[src/hw/rtl/fgn_pkg.sv]
`default_nettype none
// ----------------------------------------------------------------------------
// fgn_pkg
// Shared widths, constants and register map of the frame gain normaliser.
// ----------------------------------------------------------------------------
package fgn_pkg;

  localparam int SAMPLE_W = 24;            // signed Q2.22 samples
  localparam int CLIP_W   = 23;            // unsigned Q1.22 limit
  localparam int RATE_W   = 13;            // unsigned Q0.16 coefficient
  localparam int GAIN_W   = 24;            // unsigned Q8.16 gain
  localparam int MAG_W    = 31;            // scaled magnitude before clipping
  localparam int MUL_N    = 24;            // multiplier steps, one bit each
  localparam int MEAN_W   = 23;            // frame mean, Q1.22, below 2.0

  localparam int FRAME_MAX_DEF = 1024;

  localparam logic [GAIN_W-1:0] GAIN_ONE   = GAIN_W'(65536);
  localparam logic [GAIN_W-1:0] GAIN_FLOOR = GAIN_W'(66);
  localparam logic [GAIN_W-1:0] GAIN_MAX   = '1;
  localparam logic [MEAN_W-1:0] UNIT_Q22   = MEAN_W'(4194304);
  localparam logic [CLIP_W-1:0] CLIP_RST   = CLIP_W'(4194304);
  localparam logic [RATE_W-1:0] RATE_RST   = RATE_W'(655);

  localparam int PADDR_W = 3;
  localparam int PDATA_W = 32;

  // register index, taken from paddr[2]
  typedef enum logic {
    REG_CLIP_LIMIT = 1'b0,
    REG_GAIN_RATE  = 1'b1
  } reg_idx_t;

endpackage : fgn_pkg
`default_nettype wire

[src/hw/rtl/fgn_if.sv]
`default_nettype none
// ----------------------------------------------------------------------------
// fgn_in_if / fgn_out_if
// Valid/ready channels carrying sample transactions in and out.
// ----------------------------------------------------------------------------
interface fgn_in_if;
  import fgn_pkg::*;

  logic                       valid;
  logic                       ready;
  logic signed [SAMPLE_W-1:0] sample_in;
  logic                       frame_last;

  modport source (output valid, output sample_in, output frame_last, input ready);
  modport sink   (input valid, input sample_in, input frame_last, output ready);
endinterface : fgn_in_if

interface fgn_out_if;
  import fgn_pkg::*;

  logic                       valid;
  logic                       ready;
  logic signed [SAMPLE_W-1:0] sample_out;
  logic                       was_clipped;
  logic                       frame_end;

  modport source (output valid, output sample_out, output was_clipped,
                  output frame_end, input ready);
  modport sink   (input valid, input sample_out, input was_clipped,
                  input frame_end, output ready);
endinterface : fgn_out_if
`default_nettype wire

[src/hw/rtl/fgn_serdiv.sv]
`default_nettype none
// ----------------------------------------------------------------------------
// fgn_serdiv
// Restoring divider, one quotient bit per cycle. The caller supplies the
// upper dividend part already reduced below the divisor.
// ----------------------------------------------------------------------------
module fgn_serdiv #(
  parameter int DIV_W = fgn_pkg::MAG_W,
  parameter int Q_W   = fgn_pkg::GAIN_W
) (
  input  wire logic             clk,
  input  wire logic             rst_n,
  input  wire logic             start,
  input  wire logic [DIV_W-1:0] divisor,
  input  wire logic [DIV_W-1:0] rem_init,
  input  wire logic [Q_W-1:0]   dividend_lo,
  output logic                  busy,
  output logic                  done,
  output logic [Q_W-1:0]        quotient
);
  import fgn_pkg::*;

  localparam int CNT_W = $clog2(Q_W + 1);

  logic             busy_r, done_r;
  logic [CNT_W-1:0] cnt_r;
  logic [DIV_W-1:0] rem_r, dvsr_r;
  logic [Q_W-1:0]   lo_r, q_r;
  logic [DIV_W:0]   shifted, trial;
  logic             ge;

  assign shifted = {rem_r, lo_r[Q_W-1]};
  assign ge      = shifted >= {1'b0, dvsr_r};
  assign trial   = shifted - {1'b0, dvsr_r};

  always_ff @(posedge clk) begin
    if (!rst_n) begin
      busy_r <= 1'b0;
      done_r <= 1'b0;
      cnt_r  <= '0;
    end else begin
      done_r <= 1'b0;
      if (start) begin
        busy_r <= 1'b1;
        cnt_r  <= '0;
      end else if (busy_r) begin
        cnt_r <= cnt_r + CNT_W'(1);
        if (cnt_r == CNT_W'(Q_W - 1)) begin
          busy_r <= 1'b0;
          done_r <= 1'b1;
        end
      end
    end
  end

  always_ff @(posedge clk) begin
    if (start) begin
      rem_r  <= rem_init;
      dvsr_r <= divisor;
      lo_r   <= dividend_lo;
      q_r    <= '0;
    end else if (busy_r) begin
      rem_r <= ge ? trial[DIV_W-1:0] : shifted[DIV_W-1:0];
      lo_r  <= {lo_r[Q_W-2:0], 1'b0};
      q_r   <= {q_r[Q_W-2:0], ge};
    end
  end

  assign busy     = busy_r;
  assign done     = done_r;
  assign quotient = q_r;

endmodule : fgn_serdiv
`default_nettype wire

[src/hw/rtl/frame_gain_normalizer_unit.sv]
`default_nettype none
// Sequence: serial multiply, then clip check; a clip adds the gain divide unless
//   the gain would overflow, and a frame end the mean divide plus serial multiply for the gain step.
// Throughput: one transaction in flight; the next is taken once the result is
//   in the output register, so the pace per sample is set by the
//   bit-serial multiplier and the shared one-bit-per-cycle divider.
// Reset: synchronous, active low; gain returns to 1.0, sum and count to zero.
// ----------------------------------------------------------------------------
// frame_gain_normalizer_unit
// Automatic gain control with clipping: serial scale, clip, frame-mean update.
// ----------------------------------------------------------------------------
module frame_gain_normalizer_unit #(
  parameter int FRAME_MAX = fgn_pkg::FRAME_MAX_DEF
) (
  input  wire logic                          clk,
  input  wire logic                          rst_n,
  fgn_in_if.sink                             in_ch,
  fgn_out_if.source                          out_ch,
  input  wire logic                          psel,
  input  wire logic                          penable,
  input  wire logic                          pwrite,
  input  wire logic [fgn_pkg::PADDR_W-1:0]   paddr,
  input  wire logic [fgn_pkg::PDATA_W-1:0]   pwdata,
  output logic      [fgn_pkg::PDATA_W-1:0]   prdata,
  output logic                               pready
);
  import fgn_pkg::*;

  // count saturates at FRAME_MAX; the sum at FRAME_MAX full-scale magnitudes
  localparam int CNT_W  = $clog2(FRAME_MAX + 1);
  localparam int SUM_W  = CNT_W + MEAN_W;
  localparam int MCNT_W = $clog2(MUL_N + 1);
  localparam int ACC_W  = 2 * MUL_N;
  localparam logic [SUM_W-1:0] SUM_MAX =
    SUM_W'(FRAME_MAX) * SUM_W'((1 << MEAN_W) - 1);

  typedef enum logic [8:0] {
    S_IDLE = 9'b000000001,   // waiting for a sample transaction
    S_MUL  = 9'b000000010,   // |sample| * gain, one bit per cycle
    S_CHK  = 9'b000000100,   // clip decision, sum and count update
    S_DIVG = 9'b000001000,   // gain / magnitude after a clip
    S_UPD  = 9'b000010000,   // frame end check
    S_DIVM = 9'b000100000,   // frame mean = sum / count
    S_MULD = 9'b001000000,   // (1 - mean) * rate, serial
    S_GAIN = 9'b010000000,   // apply gain step, clear frame
    S_OUT  = 9'b100000000    // park result in output register
  } state_t;

  state_t state_r, state_nxt;

  // ---- configuration registers ----
  logic [CLIP_W-1:0] clip_r;
  logic [RATE_W-1:0] rate_r;
  reg_idx_t          cfg_idx;

  assign cfg_idx = reg_idx_t'(paddr[2]);
  assign pready  = 1'b1;

  always_ff @(posedge clk) begin
    if (!rst_n) begin
      clip_r <= CLIP_RST;
      rate_r <= RATE_RST;
    end else if (psel && penable && pwrite) begin
      unique case (cfg_idx)
        REG_CLIP_LIMIT: clip_r <= pwdata[CLIP_W-1:0];
        REG_GAIN_RATE:  rate_r <= pwdata[RATE_W-1:0];
        default: ;
      endcase
    end
  end

  always_comb begin
    unique case (cfg_idx)
      REG_CLIP_LIMIT: prdata = PDATA_W'(clip_r);
      REG_GAIN_RATE:  prdata = PDATA_W'(rate_r);
      default:        prdata = '0;
    endcase
  end

  // ---- kept state ----
  logic [GAIN_W-1:0] gain_r;
  logic [SUM_W-1:0]  sum_r;
  logic [CNT_W-1:0]  cnt_r;

  // ---- per-transaction payload ----
  logic                neg_r, last_r, clipped_r, dneg_r;
  logic [SAMPLE_W-1:0] res_r;

  // ---- serial multiplier: acc shifts right, top half takes the partial add
  logic [MUL_N-1:0]  mul_a_r, mul_b_r;
  logic [ACC_W-1:0]  acc_r;
  logic [MCNT_W-1:0] mcnt_r;
  logic [MUL_N:0]    mul_sum;
  logic              mul_last;

  assign mul_sum  = (MUL_N+1)'(acc_r[ACC_W-1:MUL_N])
                  + (MUL_N+1)'(mul_a_r[0] ? mul_b_r : '0);
  assign mul_last = mcnt_r == MCNT_W'(MUL_N - 1);

  // ---- shared divider ----
  logic              div_start, div_busy, div_done;
  logic [MAG_W-1:0]  div_divisor, div_rem0;
  logic [GAIN_W-1:0] div_lo, div_q;

  // ---- datapath terms ----
  logic [SAMPLE_W-1:0] raw, absval;
  logic [MAG_W-1:0]    mag;
  logic                clip_hit, gain_ovf;
  logic [SUM_W:0]      sum_add;
  logic [MEAN_W-1:0]   mean, dmag;
  logic                mean_neg;
  logic [ACC_W-MEAN_W:0] dstep;     // |delta| in Q8.16, rounded away if negative
  logic [GAIN_W:0]     gain_up;
  logic [GAIN_W-1:0]   gain_step;
  logic                in_acc, out_free;

  assign raw      = $unsigned(in_ch.sample_in);
  assign absval   = raw[SAMPLE_W-1] ? (SAMPLE_W'(0) - raw) : raw;
  assign mag      = acc_r[MAG_W+15:16];
  assign clip_hit = mag > MAG_W'(clip_r);
  // quotient would not fit 24 bits exactly when gain >= 4 * magnitude
  assign gain_ovf = (MAG_W+2)'(gain_r) >= {mag, 2'b00};
  assign sum_add  = (SUM_W+1)'(sum_r) + (SUM_W+1)'(mag[MEAN_W-1:0]);

  assign mean     = div_q[MEAN_W-1:0];
  assign mean_neg = mean > UNIT_Q22;
  assign dmag     = mean_neg ? (mean - UNIT_Q22) : (UNIT_Q22 - mean);

  assign dstep    = (ACC_W-MEAN_W+1)'(acc_r[ACC_W-1:22])
                  + (ACC_W-MEAN_W+1)'(dneg_r && (acc_r[21:0] != '0));
  assign gain_up  = (GAIN_W+1)'(gain_r) + (GAIN_W+1)'(dstep);

  always_comb begin
    if (dneg_r) begin
      if ((ACC_W-MEAN_W+1)'(gain_r) < dstep) gain_step = GAIN_FLOOR;
      else                                   gain_step = gain_r - GAIN_W'(dstep);
    end else if (gain_up > (GAIN_W+1)'(GAIN_MAX)) begin
      gain_step = GAIN_MAX;
    end else begin
      gain_step = gain_up[GAIN_W-1:0];
    end
  end

  // divider operands: magnitude divide after a clip, else frame mean
  always_comb begin
    if (state_r == S_CHK) begin
      div_divisor = mag;
      div_rem0    = MAG_W'(gain_r[GAIN_W-1:2]);
      div_lo      = {gain_r[1:0], 22'd0};
    end else begin
      div_divisor = MAG_W'(cnt_r);
      div_rem0    = MAG_W'(sum_r[SUM_W-1:GAIN_W]);
      div_lo      = sum_r[GAIN_W-1:0];
    end
  end

  assign div_start = ((state_r == S_CHK) && clip_hit && !gain_ovf)
                  || ((state_r == S_UPD) && last_r);

  fgn_serdiv #(
    .DIV_W (MAG_W),
    .Q_W   (GAIN_W)
  ) u_div (
    .clk         (clk),
    .rst_n       (rst_n),
    .start       (div_start),
    .divisor     (div_divisor),
    .rem_init    (div_rem0),
    .dividend_lo (div_lo),
    .busy        (div_busy),
    .done        (div_done),
    .quotient    (div_q)
  );

  // ---- handshakes ----
  assign in_ch.ready = state_r == S_IDLE;
  assign in_acc      = in_ch.valid && (state_r == S_IDLE);
  assign out_free    = !out_ch.valid || out_ch.ready;

  // ---- sequencer ----
  always_comb begin
    state_nxt = state_r;
    unique case (state_r)
      S_IDLE: if (in_acc) state_nxt = S_MUL;
      S_MUL:  if (mul_last) state_nxt = S_CHK;
      S_CHK:  state_nxt = (clip_hit && !gain_ovf) ? S_DIVG : S_UPD;
      S_DIVG: if (div_done) state_nxt = S_UPD;
      S_UPD:  state_nxt = last_r ? S_DIVM : S_OUT;
      S_DIVM: if (div_done) state_nxt = S_MULD;
      S_MULD: if (mul_last) state_nxt = S_GAIN;
      S_GAIN: state_nxt = S_OUT;
      S_OUT:  if (out_free) state_nxt = S_IDLE;
      default: state_nxt = S_IDLE;
    endcase
  end

  always_ff @(posedge clk) begin
    if (!rst_n) begin
      state_r <= S_IDLE;
      gain_r  <= GAIN_ONE;
      sum_r   <= '0;
      cnt_r   <= '0;
    end else begin
      state_r <= state_nxt;
      if (state_r == S_CHK) begin
        if (cnt_r < CNT_W'(FRAME_MAX)) cnt_r <= cnt_r + CNT_W'(1);
        if (clip_hit) begin
          if (gain_ovf) gain_r <= GAIN_MAX;
        end else if (sum_add > (SUM_W+1)'(SUM_MAX)) begin
          sum_r <= SUM_MAX;
        end else begin
          sum_r <= sum_add[SUM_W-1:0];
        end
      end
      if ((state_r == S_DIVG) && div_done) gain_r <= div_q;
      if (state_r == S_GAIN) begin
        gain_r <= gain_step;
        sum_r  <= '0;
        cnt_r  <= '0;
      end
    end
  end

  // multiplier and per-transaction payload
  always_ff @(posedge clk) begin
    if (in_acc) begin
      mul_a_r <= absval;
      mul_b_r <= gain_r;
      acc_r   <= '0;
      mcnt_r  <= '0;
      neg_r   <= raw[SAMPLE_W-1];
      last_r  <= in_ch.frame_last;
    end else if ((state_r == S_DIVM) && div_done) begin
      mul_a_r <= MUL_N'(dmag);
      mul_b_r <= MUL_N'(rate_r);
      acc_r   <= '0;
      mcnt_r  <= '0;
      dneg_r  <= mean_neg;
    end else if ((state_r == S_MUL) || (state_r == S_MULD)) begin
      acc_r   <= {mul_sum, acc_r[MUL_N-1:1]};
      mul_a_r <= {1'b0, mul_a_r[MUL_N-1:1]};
      mcnt_r  <= mcnt_r + MCNT_W'(1);
    end
    if (state_r == S_CHK) begin
      clipped_r <= clip_hit;
      if (clip_hit) res_r <= neg_r ? (SAMPLE_W'(0) - SAMPLE_W'(clip_r)) : SAMPLE_W'(clip_r);
      else          res_r <= neg_r ? (SAMPLE_W'(0) - mag[SAMPLE_W-1:0]) : mag[SAMPLE_W-1:0];
    end
  end

  // ---- output register: frees the sequencer while a result waits ----
  logic                out_valid_r;
  logic [SAMPLE_W-1:0] out_sample_r;
  logic                out_clip_r, out_end_r;

  always_ff @(posedge clk) begin
    if (!rst_n) begin
      out_valid_r <= 1'b0;
    end else if ((state_r == S_OUT) && out_free) begin
      out_valid_r <= 1'b1;
    end else if (out_ch.ready) begin
      out_valid_r <= 1'b0;
    end
  end

  always_ff @(posedge clk) begin
    if ((state_r == S_OUT) && out_free) begin
      out_sample_r <= res_r;
      out_clip_r   <= clipped_r;
      out_end_r    <= last_r;
    end
  end

  assign out_ch.valid       = out_valid_r;
  assign out_ch.sample_out  = $signed(out_sample_r);
  assign out_ch.was_clipped = out_clip_r;
  assign out_ch.frame_end   = out_end_r;

  // ---- assertions ----
  a_accept_starts_mul: assert property (@(posedge clk) disable iff (!rst_n)
    in_ch.valid && in_ch.ready |=> state_r == S_MUL)
    else $error("accepted transaction did not start the multiplier");

  a_div_not_restarted: assert property (@(posedge clk) disable iff (!rst_n)
    div_start |-> !div_busy)
    else $error("divider started while busy");

  a_count_bounded: assert property (@(posedge clk) disable iff (!rst_n)
    cnt_r <= CNT_W'(FRAME_MAX))
    else $error("sample count above FRAME_MAX");

  a_result_from_out: assert property (@(posedge clk) disable iff (!rst_n)
    $rose(out_valid_r) |-> $past(state_r == S_OUT))
    else $error("result raised outside the output state");

endmodule : frame_gain_normalizer_unit
`default_nettype wire

[src/flat_wrapper.sv]
// flat-port wrapper written by rule: the top's interface ports become plain ports
module frame_gain_normalizer_unit_flat import fgn_pkg::*;
#(
  parameter int FRAME_MAX = fgn_pkg::FRAME_MAX_DEF
)
  (clk, rst_n, psel, penable, pwrite, paddr, pwdata, prdata, pready, in_ch_valid, in_ch_sample_in, in_ch_frame_last, in_ch_ready, out_ch_valid, out_ch_sample_out, out_ch_was_clipped, out_ch_frame_end, out_ch_ready);
  fgn_in_if in_ch_i ();
  fgn_out_if out_ch_i ();
  input  wire logic clk;
  input  wire logic rst_n;
  input  wire logic psel;
  input  wire logic penable;
  input  wire logic pwrite;
  input  wire logic [fgn_pkg::PADDR_W-1:0] paddr;
  input  wire logic [fgn_pkg::PDATA_W-1:0] pwdata;
  output logic      [fgn_pkg::PDATA_W-1:0] prdata;
  output logic pready;
  input wire logic [$bits(in_ch_i.valid)-1:0] in_ch_valid;
  input wire logic [$bits(in_ch_i.sample_in)-1:0] in_ch_sample_in;
  input wire logic [$bits(in_ch_i.frame_last)-1:0] in_ch_frame_last;
  output wire logic [$bits(in_ch_i.ready)-1:0] in_ch_ready;
  output wire logic [$bits(out_ch_i.valid)-1:0] out_ch_valid;
  output wire logic [$bits(out_ch_i.sample_out)-1:0] out_ch_sample_out;
  output wire logic [$bits(out_ch_i.was_clipped)-1:0] out_ch_was_clipped;
  output wire logic [$bits(out_ch_i.frame_end)-1:0] out_ch_frame_end;
  input wire logic [$bits(out_ch_i.ready)-1:0] out_ch_ready;
  assign in_ch_i.valid = in_ch_valid;
  assign in_ch_i.sample_in = in_ch_sample_in;
  assign in_ch_i.frame_last = in_ch_frame_last;
  assign in_ch_ready = in_ch_i.ready;
  assign out_ch_valid = out_ch_i.valid;
  assign out_ch_sample_out = out_ch_i.sample_out;
  assign out_ch_was_clipped = out_ch_i.was_clipped;
  assign out_ch_frame_end = out_ch_i.frame_end;
  assign out_ch_i.ready = out_ch_ready;
  frame_gain_normalizer_unit #(.FRAME_MAX(FRAME_MAX)) u_core (.clk(clk), .rst_n(rst_n), .in_ch(in_ch_i), .out_ch(out_ch_i), .psel(psel), .penable(penable), .pwrite(pwrite), .paddr(paddr), .pwdata(pwdata), .prdata(prdata), .pready(pready));
endmodule
[config.mk]
export PLATFORM = sky130hd
export DESIGN_NAME = frame_gain_normalizer_unit_flat
export DESIGN_NICKNAME = d
export VERILOG_FILES = /design/src/hw/rtl/fgn_pkg.sv /design/src/hw/rtl/fgn_if.sv /design/src/hw/rtl/fgn_serdiv.sv /design/src/hw/rtl/frame_gain_normalizer_unit.sv /design/src/flat_wrapper.sv
export SDC_FILE = /design/constraint.sdc
export NUM_CORES = 1
export LEC_CHECK = 0
export BUFFER_PORTS_ARGS = -buffer_cell sky130_fd_sc_hd__buf_2
export CELL_PAD_IN_SITES_DETAIL_PLACEMENT = 1
export CELL_PAD_IN_SITES_GLOBAL_PLACEMENT = 2
export CORE_ASPECT_RATIO = 1.75
export CORE_MARGIN = 1.5
export CORE_UTILIZATION = 42
export DETAILED_ROUTE_END_ITERATION = 8
export HOLD_SLACK_MARGIN = 0.1
export PLACE_DENSITY_LB_ADDON = 0.1
export SYNTH_ARGS = -nofsm -noshare
export SYNTH_HDL_FRONTEND = slang
export SYNTH_HIERARCHICAL = 1
export SYNTH_SLANG_ARGS = --single-unit
[constraint.sdc]
create_clock -name clk -period 20.8 [get_ports clk]
set_input_delay 1.04 -clock clk [delete_from_list [all_inputs] [get_ports clk]]
set_output_delay 1.04 -clock clk [all_outputs]
set_load 0.005 [all_outputs]
==> metrics.cfg <==
[worst_hold_path]
min_path_type=reg -> reg

[timing]
slew_headroom_pct=21.29
max_clock_freq_mhz=143.4
fin_ws_ps=13830
min_period_ps=6973
setup_viol=0
fin_worst_skew_ps=18.45
report.final.slew_viol_count=0
rsz0062_at_grt=false
hold_viol=0
worst_slew_pin_slew_ps=1164
finalSetupTns_ps=0
fin_crit_sh_pct=33.52
timing.hold.ws_ps=416.5

[grt]
grt_pass1_wl_mm=142.0
grt_pass1_vias=24762
antenna_found_initial=2
grt_usage_pct=28.88
grt_max_degree=76
grt_overflow=0

[pwr]
power_density_nw_per_um2=73.20
sw_frac_of_total_pct=30.93
switchingPower_uw=660.7
p_int_mw=1.475
p_leak_nw=11.54
power_frac_comb_pct=20.2
seq_power_share_pct=40.0
vdd_drop_max_mv=0.06771
power.share.clock_pct=39.7

[die]
die_h_um=334.9
rows=121
ios=128
core-area_um2=62220
initial_core_util_pct=42.49
dieWidth_um=192.7
die_area_um2=64520

[clocking]
cts_buffers=43
root_buffer=clkbuf_16
clk_path_buf_depth=3
cts.sinks=387
cts_setup_buffers=0
clk_latency_ps=610
cts.clk_slew.worst_paths_ps=60
cts_hold_buffers=0
h-tree-depth=2
cts_tree=built
ctsResizeCount=0

[finish]
layout_commonest_cell=nand2_1
num-nets-final=3354
drive_gt1_share_pct=9.981
layout_common_cells=nand2_1, a21oi_1, nor2_1
syn2layout_area_growth_pct=10.35

[setup_path]
worstReg2RegEnd=u_core/gain_r[16]
slowest_stage=a211oi_1
endpoint_kind=flip-flop
r2r_cells=24
regToRegStartpoint=u_core/acc_r[17]
crit_path_end=u_core/gain_r[16]
path_max_fanout=14
cpMostUsedCell=ha_1
setup.worst_path.start_class=flip-flop
rrSetupSlack_ps=13830
required_ps=21270
cp_cell_sequence=inv_1 > ha_1 > nand4_1 > nor2_1 > nor2_1 > ha_1 > ha_1 > and3_1 > nand4_1 > inv_1 > nand2_1 > xnor2_1 > ha_1 > inv_1 > a21oi_1 > o211ai_1 > o21bai_1 > a211oi_1 > o211ai_1 > buf_4 > and2_1 > a221o_1 > a211oi_1 > o21ai_0
crit_start=u_core/acc_r[17]
critPathKind=reg -> reg
slowest_delay_ps=770
worstPathArrival_ps=7440

[detailed_routing]
ant_nets=0
dr.pass1.iters=5
drt-initial-drc-count=1029
routedWlPerCell_um=23.59
drc_errors=0
via_per_inst=5.880
wirelength_mm=92.87
num_vias=23148

[synthesis]
syn_inst=3069
synth_fa_ha_area_share_pct=8.897
synth_area_leaders=edfxtp_1, dfxtp_1, ha_1, nand2_1, xnor2_1
synth-compound-area-share_pct=19.56
syn-mean-instance-area_um2=8.615
synthMuxAreaShare_pct=3.828
synth_top_family_by_area=compound AO/OA/AOI/OAI gates
yosysWarnings=6
async_flop_share_pct=0
yosys.area.top_type=edfxtp_1
synth_top_area_share_pct=21.35
synth_ff_type=dfxtp_1
syn_area_um2=26440
ys_seq_area_share_pct=36.42
synthSimpleGateAreaFrac_pct=19.20
yosysUniqueCellTypes=95
synth-xor-area-share_pct=6.890
synth_edf_count=188
synth-seq-cells=387

[placed_design]
dp_slack_ps=13820
portBuffers=106
gp_congestion=0.9113
hpwlAfterDp_mm=72.02

[run]
drv_cap=0

[run_status]
status=complete, no violations

-- registers in the layout, summed over array words and instances, names as in the netlist, 9 cells and up --
signal,count
u_core/rate_r,13
u_core/gain_r,24
u_core/res_r,24
u_core/u_div/dvsr_r,31
u_core/clip_r,23
u_core/u_div/rem_r,31
u_core/cnt_r,11
u_core/u_div/quotient,24
u_core/out_ch.sample_out,24
u_core/acc_r,48
u_core/u_div/lo_r,24
u_core/mul_a_r,24
u_core/state_r,9
u_core/sum_r,34
u_core/mul_b_r,24
-- stage by stage --
stage               area, um^2  instances  power (mW)  utilization (%)
floorplan                26500       3086       1.144                -
global placement         27620       3856       1.289            44.39
detailed placement       27620       3856       1.298            44.39
CTS                      29170       3935       2.151            46.88
global route             29170       3936       2.213            46.89
finish                   29180       3937       2.136            46.89
-- final cells by class --
class,count,area (um^2)
Antenna cell,2,5.005
Clock buffer,54,1222
Clock inverter,25,326.6
Fill cell,7370,33050
Inverter,174,653.1
Multi-Input combinational cell,2355,15550
Sequential cell,387,9630
Tap cell,799,999.7
Timing Repair Buffer,141,793.3
-- worst max-delay path: cells and delay by family, from the launching register on --
family / cells / cell delay [ps]
compound gates: 8 / 2410
buf+inv: 4 / 860
simple gates: 7 / 1610
flops: 1 / 500
fa+ha+maj: 4 / 1220
xor+xnor: 1 / 190
-- power groups by stage --
| stage | sequential, mW | combinational, mW | clock (mW) |
|---|---|---|---|
| 2_1_floorplan | 0.856 | 0.288 | 0 |
| 3_3_place_gp | 0.870 | 0.419 | 0 |
| 3_5_place_dp | 0.872 | 0.426 | 0 |
| 4_1_cts | 0.855 | 0.429 | 0.868 |
| 5_1_grt | 0.857 | 0.466 | 0.889 |
| 6_report | 0.855 | 0.432 | 0.849 |
-- worst min-delay path by stage --
stage / startpoint / endpoint / slack (ps) / cells past startpoint
finish: u_core/res_r[22] / u_core/out_ch.sample_out[22] / 420 / 0
global route: u_core/res_r[13] / u_core/out_ch.sample_out[13] / 430 / 0
CTS: u_core/res_r[22] / u_core/out_ch.sample_out[22] / 420 / 0
detailed placement: u_core/clipped_r / u_core/out_ch.was_clipped / 410 / 0
global placement: u_core/res_r[1] / u_core/out_ch.sample_out[1] / 400 / 0
floorplan: u_core/res_r[0] / u_core/out_ch.sample_out[0] / 400 / 0
-- cell families after synthesis --
kind of cell,after synthesis
buffers and inverters,344
AND/OR/NAND/NOR,1059
multiplexers,88
flip-flops,387
adder cells (fa/ha/maj),185
AO/OA/AOI/OAI,796
XOR/XNOR,208
other,2
-- metal layers --
metal / routed length (um) / GRT usage (%) / vias up / share of wire [%]
met5: 0 / 0 / - / 0
met4: 5644 / 16.44 / 0 / 6.1
met3: 2423 / 3.192 / 242 / 2.6
met2: 50080 / 54.97 / 422 / 54
met1: 34720 / 29.91 / 11465 / 37
li1: - / - / 11019 / -
-- synth_stat cells, drive strengths merged, types with 34 or more instances --
cell type,instances
a21boi,36
a21o,48
clkbuf,131
dfxtp,199
xor2,59
nor3,62
o31ai,37
mux2,53
inv,168
ha,180
nand3,68
nand4,45
mux2i,34
xnor2,149
o21ai,168
nor2,217
edfxtp,188
buf,39
a31oi,36
nand2,387
and2,75
a21oi,228
nor2b,37
Power figures use the tool's default switching activity.
